### config.mk
export PLATFORM = sky130hd
export DESIGN_NAME = dictionary_word_segmentation_top
export DESIGN_NICKNAME = d
export VERILOG_FILES = /design/src/rtl/core/dws_pkg.sv /design/src/rtl/core/dws_dict.sv /design/src/rtl/core/dws_match.sv /design/src/rtl/core/dictionary_word_segmentation_top.sv
export SDC_FILE = /design/constraint.sdc
export NUM_CORES = 2
export LEC_CHECK = 0
export BUFFER_PORTS_ARGS = -buffer_cell sky130_fd_sc_hd__buf_2
export CORE_UTILIZATION = 50
export DETAILED_ROUTE_END_ITERATION = 10
export PLACE_DENSITY_LB_ADDON = 0.05
export SETUP_SLACK_MARGIN = 0.1
export SKIP_LAST_GASP = 1
export SLEW_MARGIN = 20
export SYNTH_ARGS = -nofsm -noshare
export SYNTH_HDL_FRONTEND = slang
export SYNTH_HIERARCHICAL = 1
export SYNTH_SLANG_ARGS = --single-unit
export TNS_END_PERCENT = 50
### constraint.sdc
create_clock -name clock -period 4.9 [get_ports clock]
set_input_delay 0.49 -clock clock [delete_from_list [all_inputs] [get_ports clock]]
set_output_delay 0.49 -clock clock [all_outputs]
set_load 0.005 [all_outputs]
### src/rtl/core/dws_pkg.sv
package dws_pkg;

   localparam int WORDS        = 16;
   localparam int MAX_WORD_LEN = 16;

   localparam int WORD_W = $clog2(WORDS);
   localparam int POS_W  = $clog2(MAX_WORD_LEN);
   localparam int CNT_W  = $clog2(WORDS + 1);
   localparam int LEN_W  = 5;
   localparam int BYTE_W = 8;

   localparam logic [1:0] REQ_CHAR = 2'd0;
   localparam logic [1:0] REQ_LEN  = 2'd1;
   localparam logic [1:0] REQ_TEXT = 2'd2;

   typedef enum logic [0:0] {
      ST_IDLE,
      ST_SCAN
   } state_type;

   typedef logic [MAX_WORD_LEN-1:0][BYTE_W-1:0] row_type;

   typedef struct packed {
      logic              char_en;
      logic              len_en;
      logic [WORD_W-1:0] word;
      logic [POS_W-1:0]  pos;
      logic [BYTE_W-1:0] value;
      logic [LEN_W-1:0]  len;
   } dict_wr_type;

   typedef struct packed {
      row_type          row;
      logic [LEN_W-1:0] len;
   } dict_rd_type;

endpackage

### src/rtl/core/dws_dict.sv
module dws_dict (
   input  logic                       clock,
   input  logic                       reset,
   input  dws_pkg::dict_wr_type       wr,
   input  logic                       rd_en,
   input  logic [dws_pkg::WORD_W-1:0] rd_addr,
   output dws_pkg::dict_rd_type       rd
);

   // One row per word, so that a whole word is read in one access.
   dws_pkg::row_type char_mem [dws_pkg::WORDS];
   logic [dws_pkg::LEN_W-1:0] len_ff [dws_pkg::WORDS];
   dws_pkg::row_type rd_row_ff;
   logic [dws_pkg::LEN_W-1:0] rd_len_ff;

   always_ff @(posedge clock) begin
      if (wr.char_en) begin
         char_mem[wr.word][wr.pos] <= wr.value;
      end
      if (rd_en) begin
         rd_row_ff <= char_mem[rd_addr];
      end
   end

   always_ff @(posedge clock) begin
      if (reset) begin
         for (int i = 0; i < dws_pkg::WORDS; i++) begin
            len_ff[i] <= '0;
         end
      end else if (wr.len_en) begin
         len_ff[wr.word] <= wr.len;
      end
   end

   always_ff @(posedge clock) begin
      if (rd_en) begin
         rd_len_ff <= len_ff[rd_addr];
      end
   end

   assign rd.row = rd_row_ff;
   assign rd.len = rd_len_ff;

endmodule

### src/rtl/core/dws_match.sv
module dws_match (
   input  dws_pkg::dict_rd_type                cand,
   input  dws_pkg::row_type                    recent,
   input  logic [dws_pkg::MAX_WORD_LEN-1:0]    hist,
   output logic                                hit
);

   logic [dws_pkg::LEN_W-1:0] lm1;
   logic                      len_ok;

   // The word's last character lines up with the newest byte.
   always_comb begin
      lm1    = cand.len - dws_pkg::LEN_W'(1);
      len_ok = (cand.len != '0) &&
               (cand.len <= dws_pkg::LEN_W'(dws_pkg::MAX_WORD_LEN));
      hit    = len_ok && hist[lm1[dws_pkg::POS_W-1:0]];
      for (int k = 0; k < dws_pkg::MAX_WORD_LEN; k++) begin
         if (dws_pkg::LEN_W'(k) < cand.len) begin
            if (cand.row[dws_pkg::POS_W'(lm1 - dws_pkg::LEN_W'(k))] != recent[k]) begin
               hit = 1'b0;
            end
         end
      end
   end

endmodule

### src/rtl/core/dictionary_word_segmentation_top.sv
// Dictionary word segmentation. Load transactions (req_type 0 stores one
// dictionary character, req_type 1 stores a word length, 0 meaning unused)
// are answered in the cycle after acceptance with breakable and is_final at 0,
// as is the unused code 3. A text byte (req_type 2) starts a scan of the
// sixteen dictionary slots, one slot per cycle through a single shared
// compare unit fed by the registered read port of the dictionary memory;
// the result is registered once the last slot has been compared, and the
// block accepts nothing while a scan is running, so the scan of a text
// byte ends before the next transaction is taken. A byte marked
// first_of_text clears the byte and reachability history so that only the
// start of the text is reachable.
module dictionary_word_segmentation_top (
   input  logic       clock,
   input  logic       reset,
   input  logic       req_valid,
   output logic       req_ready,
   input  logic [1:0] req_type,
   input  logic [3:0] req_word_index,
   input  logic [3:0] req_char_pos,
   input  logic [7:0] req_char_value,
   input  logic [4:0] req_word_len,
   input  logic       req_first_of_text,
   input  logic       req_last_of_text,
   output logic       rsp_valid,
   input  logic       rsp_ready,
   output logic       rsp_breakable,
   output logic       rsp_is_final
);

   dws_pkg::state_type state_ff, state_in;

   logic [dws_pkg::CNT_W-1:0]        cnt_ff, cnt_in;
   logic                             cmp_valid_ff, cmp_valid_in;
   logic                             reach_ff, reach_in;
   logic                             last_ff, last_in;
   dws_pkg::row_type                 recent_ff, recent_in;
   logic [dws_pkg::MAX_WORD_LEN-1:0] hist_ff, hist_in;
   logic                             rsp_valid_ff, rsp_valid_in;
   logic                             rsp_brk_ff, rsp_brk_in;
   logic                             rsp_fin_ff, rsp_fin_in;

   logic                 accept;
   logic                 is_text;
   logic                 scan_done;
   logic                 rd_en;
   logic                 hit;
   dws_pkg::dict_wr_type wr;
   dws_pkg::dict_rd_type cand;

   assign accept    = req_valid && req_ready;
   assign is_text   = (req_type == dws_pkg::REQ_TEXT);
   // The last slot's compare happens once the counter has passed every slot.
   assign scan_done = (state_ff == dws_pkg::ST_SCAN) && cmp_valid_ff &&
                      (cnt_ff == dws_pkg::CNT_W'(dws_pkg::WORDS));

   // Dictionary writes happen only on accepted load transactions; slots or
   // positions beyond the configured sizes are ignored.
   always_comb begin
      wr.char_en = accept && (req_type == dws_pkg::REQ_CHAR) &&
                   (int'(req_word_index) < dws_pkg::WORDS) &&
                   (int'(req_char_pos) < dws_pkg::MAX_WORD_LEN);
      wr.len_en  = accept && (req_type == dws_pkg::REQ_LEN) &&
                   (int'(req_word_index) < dws_pkg::WORDS);
      wr.word    = dws_pkg::WORD_W'(req_word_index);
      wr.pos     = dws_pkg::POS_W'(req_char_pos);
      wr.value   = req_char_value;
      wr.len     = req_word_len;
   end

   dws_dict u_dict (
      .clock   (clock),
      .reset   (reset),
      .wr      (wr),
      .rd_en   (rd_en),
      .rd_addr (dws_pkg::WORD_W'(cnt_ff)),
      .rd      (cand)
   );

   dws_match u_match (
      .cand   (cand),
      .recent (recent_ff),
      .hist   (hist_ff),
      .hit    (hit)
   );

   // Next-state logic.
   always_comb begin
      state_in = state_ff;
      case (state_ff)
         dws_pkg::ST_IDLE: begin
            if (accept && is_text) begin
               state_in = dws_pkg::ST_SCAN;
            end
         end
         dws_pkg::ST_SCAN: begin
            if (scan_done) begin
               state_in = dws_pkg::ST_IDLE;
            end
         end
         default: begin
            state_in = dws_pkg::ST_IDLE;
         end
      endcase
   end

   // Outputs of the sequencer. A new transaction is taken only when the
   // result register is free or is being emptied in the same cycle.
   always_comb begin
      req_ready = 1'b0;
      rd_en     = 1'b0;
      case (state_ff)
         dws_pkg::ST_IDLE: begin
            req_ready = !reset && (!rsp_valid_ff || rsp_ready);
         end
         dws_pkg::ST_SCAN: begin
            rd_en = (cnt_ff < dws_pkg::CNT_W'(dws_pkg::WORDS));
         end
         default: begin
            req_ready = 1'b0;
         end
      endcase
   end

   // Datapath next values.
   always_comb begin
      cnt_in       = cnt_ff;
      cmp_valid_in = rd_en;
      reach_in     = reach_ff;
      last_in      = last_ff;
      recent_in    = recent_ff;
      hist_in      = hist_ff;
      rsp_valid_in = rsp_valid_ff && !rsp_ready;
      rsp_brk_in   = rsp_brk_ff;
      rsp_fin_in   = rsp_fin_ff;

      if (rd_en) begin
         cnt_in = cnt_ff + dws_pkg::CNT_W'(1);
      end
      if (cmp_valid_ff && hit) begin
         reach_in = 1'b1;
      end

      if (accept) begin
         if (is_text) begin
            // The newest byte enters the history before the scan; the
            // reachability history is shifted only when the scan ends.
            cnt_in   = '0;
            reach_in = 1'b0;
            last_in  = req_last_of_text;
            if (req_first_of_text) begin
               recent_in = '0;
               hist_in   = dws_pkg::MAX_WORD_LEN'(1);
            end else begin
               recent_in = {recent_ff[dws_pkg::MAX_WORD_LEN-2:0], 8'h00};
            end
            recent_in[0] = req_char_value;
         end else begin
            rsp_valid_in = 1'b1;
            rsp_brk_in   = 1'b0;
            rsp_fin_in   = 1'b0;
         end
      end

      if (scan_done) begin
         hist_in      = {hist_ff[dws_pkg::MAX_WORD_LEN-2:0], reach_in};
         rsp_valid_in = 1'b1;
         rsp_brk_in   = reach_in;
         rsp_fin_in   = last_ff;
      end
   end

   always_ff @(posedge clock) begin
      if (reset) begin
         state_ff     <= dws_pkg::ST_IDLE;
         cnt_ff       <= '0;
         cmp_valid_ff <= 1'b0;
         reach_ff     <= 1'b0;
         recent_ff    <= '0;
         hist_ff      <= '0;
         rsp_valid_ff <= 1'b0;
      end else begin
         state_ff     <= state_in;
         cnt_ff       <= cnt_in;
         cmp_valid_ff <= cmp_valid_in;
         reach_ff     <= reach_in;
         recent_ff    <= recent_in;
         hist_ff      <= hist_in;
         rsp_valid_ff <= rsp_valid_in;
      end
   end

   always_ff @(posedge clock) begin
      last_ff    <= last_in;
      rsp_brk_ff <= rsp_brk_in;
      rsp_fin_ff <= rsp_fin_in;
   end

   assign rsp_valid     = rsp_valid_ff;
   assign rsp_breakable = rsp_brk_ff;
   assign rsp_is_final  = rsp_fin_ff;

endmodule

Yosys cells after proc, flatten, opt, wreduce, memory -nomap -nowiden

Memory sizes are Yosys's and may differ from the RTL's. A register that Yosys moved wholly into a read port is not among the register bits.
Cells that the tools add are included.

$add $sub $neg: 17
Magnitude comparators: 36
Equal/unequal tests: 20
Mux-type cells: 101
Bitwise gates (word level): 1
Reductions and logical operators: 25

Operators by type and width:

| cell                                                                 | count |
|---|---|
| 8-bit binary-select mux with 4-bit select                            | 16 |
| 128-bit two-way mux                                                  | 2 |
| 8-bit two-way mux                                                    | 17 |
| 8-bit != test                                                        | 16 |
| 4-bit by 5-bit < comparator with 1-bit output, second input constant | 17 |
| 16-bit two-way mux                                                   | 4 |
| 1-bit two-way mux                                                    | 54 |
| 4-bit by 5-bit < comparator with 1-bit output, first input constant  | 8 |
| 8-bit demux with 4-bit select                                        | 1 |
| 4-bit subtractor, second input constant                              | 8 |
| 3-bit by 5-bit < comparator with 1-bit output, first input constant  | 4 |
| 5-bit two-way mux                                                    | 4 |
| 4-bit by 3-bit subtractor with 4-bit output, second input constant   | 4 |
| 1-bit logical AND                                                    | 12 |
| 1-bit by 5-bit < comparator with 1-bit output, first input constant  | 2 |
| 2-bit by 5-bit < comparator with 1-bit output, first input constant  | 2 |
| 4-bit by 1-bit subtractor with 4-bit output, second input constant   | 2 |
| 4-bit by 2-bit subtractor with 4-bit output, second input constant   | 2 |
| 2-bit nonzero test                                                   | 3 |
| 5-bit by 1-bit adder with 5-bit output, second input constant        | 1 |
| 5-bit equality test, second input constant                           | 1 |
| 5-bit less-or-equal comparator, second input constant                | 1 |
| 5-bit < comparator, second input constant                            | 1 |
| 5-bit nonzero test                                                   | 1 |
| other kinds (14)                                                     | 17 |

Flip-flop bits (word level): 156
Bits in writable memories: 2128
Input port bits: 29
Output and inout bits: 4
Word-level logic and storage cells: 227
Memories: 2

Memories:

| memory          | words | width | rd ports | clocked after Yosys merged registers in | write ports | line           | source |
|---|---|---|---|---|---|---|---|
| u_dict.char_mem | 16    | 128   | 1        | 1                                       | 1           | dws_dict.sv:11 | `dws_pkg::row_type char_mem [dws_pkg::WORDS];` |
| u_dict.len_ff   | 16    | 5     | 1        | 1                                       | 16          | dws_dict.sv:12 | `logic [dws_pkg::LEN_W-1:0] len_ff [dws_pkg::WORDS];` |

Longest topological paths before layout

Word-level depth: 41
Depth in mapped cells: 23
Mapped depth without buffers: 15

Modules after synthesis

The synthesis kept the hierarchy.

By module, submodules not included:

| module                           | instances | cells an instance | area each (µm²) | seq. area each (µm²) |
|---|---|---|---|---|
| dws_dict                         | 1         | 3743              | 86091.3         | 67895.1 |
| dws_match                        | 1         | 986               | 8754.6          | 0.0 |
| dictionary_word_segmentation_top | 1         | 684               | 6650.1          | 3153.0 |

Worst setup path after synthesis

OpenSTA, ideal clock, no wires.

Path kind: register to register
Start point: register u_dict/rd_len_ff[0] in the netlist's numbering (read register of u_dict.len_ff)
End point: register hist_ff[0] in the netlist's numbering
Library setup time: 0.095 ns
Data arrival time: 4.475 ns
Required time: 4.805 ns
Slack: 0.329 ns
Stages on the path, launching flop included: 21
Path buffers: 5
Clock period less this slack: 4.571 ns
Path through: edfxtp_1 inv_2 buf_2 buf_2 buf_2 ha_1 buf_4 o21ai_0 a221o_1 o211a_1 buf_4 mux4_2 xor2_1 nand4_1 nor4_2 nand4_1 a21oi_1 nand4b_1 nor4b_2 a21oi_1 o311ai_1

Cells in the longest elaborated chain, start to end: 41
Elaborated cells between the ends (all ways): 123
Classes of those cells: add/sub (16); order compare (17); eq/ne (16); mux (70); reduce/logical (4)

Ends and longest elaborated chain:

| what                                                                                 | line                                    | source |
|---|---|---|
| start, declared                                                                      | dws_dict.sv:14                          | `logic [dws_pkg::LEN_W-1:0] rd_len_ff;` |
| branches (longest 35 deep; another with 4-bit by 1-bit subtractor with 4-bit output) | -                                       |  |
| 1-bit two-way mux *                                                                  | dws_match.sv:18                         | `if (dws_pkg::LEN_W'(k) < cand.len) begin` |
| via hit                                                                              | dictionary_word_segmentation_top.sv:46  | `logic hit;` |
| 1-bit logical AND *                                                                  | dictionary_word_segmentation_top.sv:139 | `if (cmp_valid_ff && hit) begin` |
| 1-bit two-way mux *                                                                  | dictionary_word_segmentation_top.sv:139 |  |
| 1-bit two-way mux                                                                    | dictionary_word_segmentation_top.sv:144 | `if (is_text) begin` |
| 1-bit two-way mux *                                                                  | dictionary_word_segmentation_top.sv:143 | `if (accept) begin` |
| 16-bit two-way mux *                                                                 | dictionary_word_segmentation_top.sv:164 | `if (scan_done) begin` |
| end signal, assigned                                                                 | dictionary_word_segmentation_top.sv:187 | `hist_ff <= hist_in;` |
| end, declared                                                                        | dictionary_word_segmentation_top.sv:37  | `logic [dws_pkg::MAX_WORD_LEN-1:0] hist_ff, hist_in;` |

Mark *: on every way through the listed nets, which the timed path passes. The select of a mux whose other input is x is not followed.
A chain may end at the register's enable or synchronous reset.

Final worst setup path

Start point: register u_dict/rd_len_ff[1] in the netlist's numbering (read register of u_dict.len_ff)
End point: register hist_ff[0] in the netlist's numbering

Same word-level chain as after synthesis.

==> flow_metrics.tcl <==
set metrics [dict create \
    dieArea_um2 205000 \
    layout_common_cells "2264 x edfxtp_1, 658 x mux4_2, 417 x buf_4" \
    hold_viol 0 \
    synth_seq_cells 2417 \
    critPathSlowestCell "edfxtp_1" \
    crit_top_cell "mux2_2" \
    grtUsageTotal_pct 28.3 \
    status "complete, no violations" \
    place_area_um2 107000 \
    cts_root_buf "clkbuf_16" \
    dp_hpwl_mm 187 \
    critPathMaxStageDelay_ns 0.37 \
    num_rows 165 \
    min_delay_path_depth 1 \
    syn-instance-count 5413 \
    clockBufferDepth 3 \
    wl_per_cell_um 33.1 \
    path_depth 20 \
    io_pins 33 \
    finalPower_uw 43000 \
    dp_cells 8202 \
    end_kind "register" \
    nNetsFinal 5843 \
    antenna_found_initial 25 \
    wirelength_mm 288 \
    rr_worst_depth 20 \
    synthFlopType "edfxtp_1" \
    drt_iter0_drc 5972 \
    h-tree-depth 4 \
    crit_chain "inv_2 -> buf_6 -> ha_4 -> buf_12 -> buf_12 -> buf_16 -> mux2_2 -> mux2_2 -> mux2_2 -> a21oi_1 -> nor3_1 -> nor4b_1 -> nand4_1 -> maj3_2 -> o22ai_2 -> nand2_1 -> nor4b_4 -> buf_4 -> a21oi_2 -> o311ai_2" \
    path_class "reg -> reg" \
    crit_arrival_ns 5.45 \
    clk_pin_slew_ns 0.06 \
    min_from "req_char_value[6]" \
    setup-violations-final 0 \
    core_um2 202000 \
    drc 0 \
    ys_warn_count 6 \
    cp.required_ns 5.63 \
    fillers 15200 \
    drive_gt1_share_pct 28.6 \
    r2r-end "hist_ff[0]" \
    fin_crit_sh_pct 96.3 \
    start_kind "register" \
    syn2layout_area_growth_pct 14.2 \
    critPathTopFamily "simple AND/OR/NAND/NOR gates" \
    port_buffers 32 \
    crit_buf_inv 6 \
    rr_startpoint "u_dict/rd_len_ff[1]" \
    slew_headroom_pct 18.4 \
    fin_skew_ns 0.0605 \
    final_cells 8694 \
    start_util_pct 50.3 \
    final_common_cell "edfxtp_1" \
    grt_max_degree 154 \
    syn_nets 5447 \
    ff2ff_setup_slack_ns 0.18 \
    antenna_left 0 \
    cts_sinks 2417 \
    drv_cap 0 \
    slew_violations 0 \
    synth-edff-count 2264 \
    leakagePower_uw 0.0370 \
    die_w_um 453 \
    fmax_mhz 212 \
    place_congestion 0.997 \
    synth_seq_area_share_pct 70.0 \
    holdPathEnd "u_dict/char_mem[7][102]" \
    syn-mean-instance-area_um2 18.8 \
    hold_path.class "in -> reg" \
    final_cell_area_um2 116000 \
    crit_fanout 19 \
    netlist_area_um2 101000 \
    firstDrtPassIters 5 \
    gr-total-overflow 0 \
    cts_tree "done" \
    grt_pass1_vias 52600 \
    route.vias.total 54000 \
    ir_drop_uv 352 \
    power_density_nw_per_um2 371 \
    rsz0062_at_grt "true" \
    vias_per_cell 6.22 \
    async_flop_share_pct 0 \
    worst_pin_slew_ns 1.22 \
    min_period_ns 4.72 \
    grt_pass1_wl_mm 407 \
    numCtsBuffers 237 \
    die_h_um 453 \
    synth_cell_types 90 \
    clk_latency_ns 0.89 \
]
## through the flow
stage / worst slack (ns) / TNS (ns) / util (%) / hold slack (ns)
2_1_floorplan: 0.329 / 0 / - / 0.446
3_3_place_gp: -0.147 / -0.246 / 53.0 / 0.462
3_5_place_dp: -0.160 / -0.267 / 53.0 / 0.469
4_1_cts: 0.102 / 0 / 57.1 / 0.00209
5_1_grt: 0.0446 / 0 / 57.4 / 0.0319
6_report: 0.183 / 0 / 57.4 / 0.0700
## logic make-up (layout without fill, tap and decap cells)
family | count (synthesis) | count (layout) | synth area share, %
buf+inv | 372 | 974 | 1.87
flops | 2417 | 2417 | 70.0
mux | 1164 | 1164 | 19.8
simple gates | 984 | 984 | 4.79
compound gates | 321 | 321 | 2.08
fa+ha+maj | 6 | 6 | 0.0727
xor+xnor | 149 | 149 | 1.37
other cells | 0 | 7 | 0
## cells in the mapped netlist (4+ instances only)
library cell / count / area share (%)
and3_1: 15 / 0.092
or3_1: 5 / 0.031
edfxtp_1: 2264 / 67
o221ai_1: 8 / 0.069
mux2_2: 92 / 1.0
xnor2_1: 58 / 0.50
o41ai_1: 15 / 0.13
mux4_1: 6 / 0.16
nand2b_1: 71 / 0.44
a21oi_1: 92 / 0.45
o21ai_0: 56 / 0.28
buf_2: 85 / 0.42
buf_6: 27 / 0.30
clkbuf_1: 163 / 0.60
inv_2: 5 / 0.018
ha_1: 5 / 0.062
xnor2_2: 7 / 0.11
mux2_1: 10 / 0.11
o22ai_1: 23 / 0.14
nor3_1: 31 / 0.15
nand4_1: 33 / 0.20
xor2_1: 82 / 0.71
nor2_1: 305 / 1.1
o2111ai_1: 5 / 0.043
buf_1: 18 / 0.067
or2_2: 17 / 0.10
o21ai_1: 9 / 0.044
nand3_1: 45 / 0.22
o32ai_1: 13 / 0.11
nand3b_1: 61 / 0.45
mux2i_1: 397 / 3.9
a211oi_1: 43 / 0.32
buf_4: 49 / 0.36
nor4_1: 9 / 0.055
nand2_1: 232 / 0.86
mux4_2: 658 / 15
a221oi_1: 6 / 0.052
dfxtp_1: 153 / 3.0
and2_1: 80 / 0.49
o21a_1: 7 / 0.052
nor2b_1: 59 / 0.36
o31ai_1: 4 / 0.030
inv_1: 23 / 0.085
## worst max-delay path by stage
stage	start	slack, ns	end
6_report	u_dict/rd_len_ff[1]	0.18	hist_ff[0]
5_1_grt	u_dict/rd_len_ff[1]	0.04	hist_ff[0]
4_1_cts	u_dict/rd_len_ff[1]	0.10	hist_ff[0]
3_5_place_dp	u_dict/rd_len_ff[1]	-0.16	hist_ff[0]
3_3_place_gp	u_dict/rd_len_ff[1]	-0.15	hist_ff[0]
2_1_floorplan	u_dict/rd_len_ff[0]	0.33	hist_ff[0]
## state kept, by name, summed over array words and instances, names as in the netlist
register          flops
rsp_is_final          1
u_dict/char_mem    2048
recent_ff           128
u_dict/rd_len_ff      5
state_ff              1
hist_ff              16
cmp_valid_ff          1
rsp_valid             1
last_ff               1
rsp_breakable         1
u_dict/rd           128
reach_ff              1
cnt_ff                5
u_dict/len_ff        80
## what timing repair did
item,in CTS,in global routing
setup buffers,8,25
gates resized for setup,34,71
gates cloned,5,0
hold buffers,2,0
setup endpoints to repair,3,3
pin swaps,10,17
hold endpoints to repair,2,0
## where the power goes
group,total (µW),leakage [µW],switching (µW),internal [µW]
Sequential,22700,0.0217,57.5,22600
Clock,18400,0.00381,7870,10500
Combinational,1990,0.0115,1230,758
Total,43000,0.0370,9160,33800
## routing by layer
metal / track usage [%] / part of all wire (%)
met3: 4.03 / 6.8
met2: 43.2 / 46
met5: 0 / 0.0049
met1: 43.5 / 45
met4: 5.91 / 2.2
## cell type report
type	count	area, µm²	area share (%)
flip-flops and latches	2417	71100	61.3
multi-input cells	2624	29100	25.1
clock buffers	293	6200	5.35
repair buffers	500	4410	3.81
well taps	2672	3340	2.88
clock inverters	152	1670	1.44
inverters	29	129	0.111
diodes	7	17.5	0.0151
No activity file was read; power rests on OpenSTA's default activity.
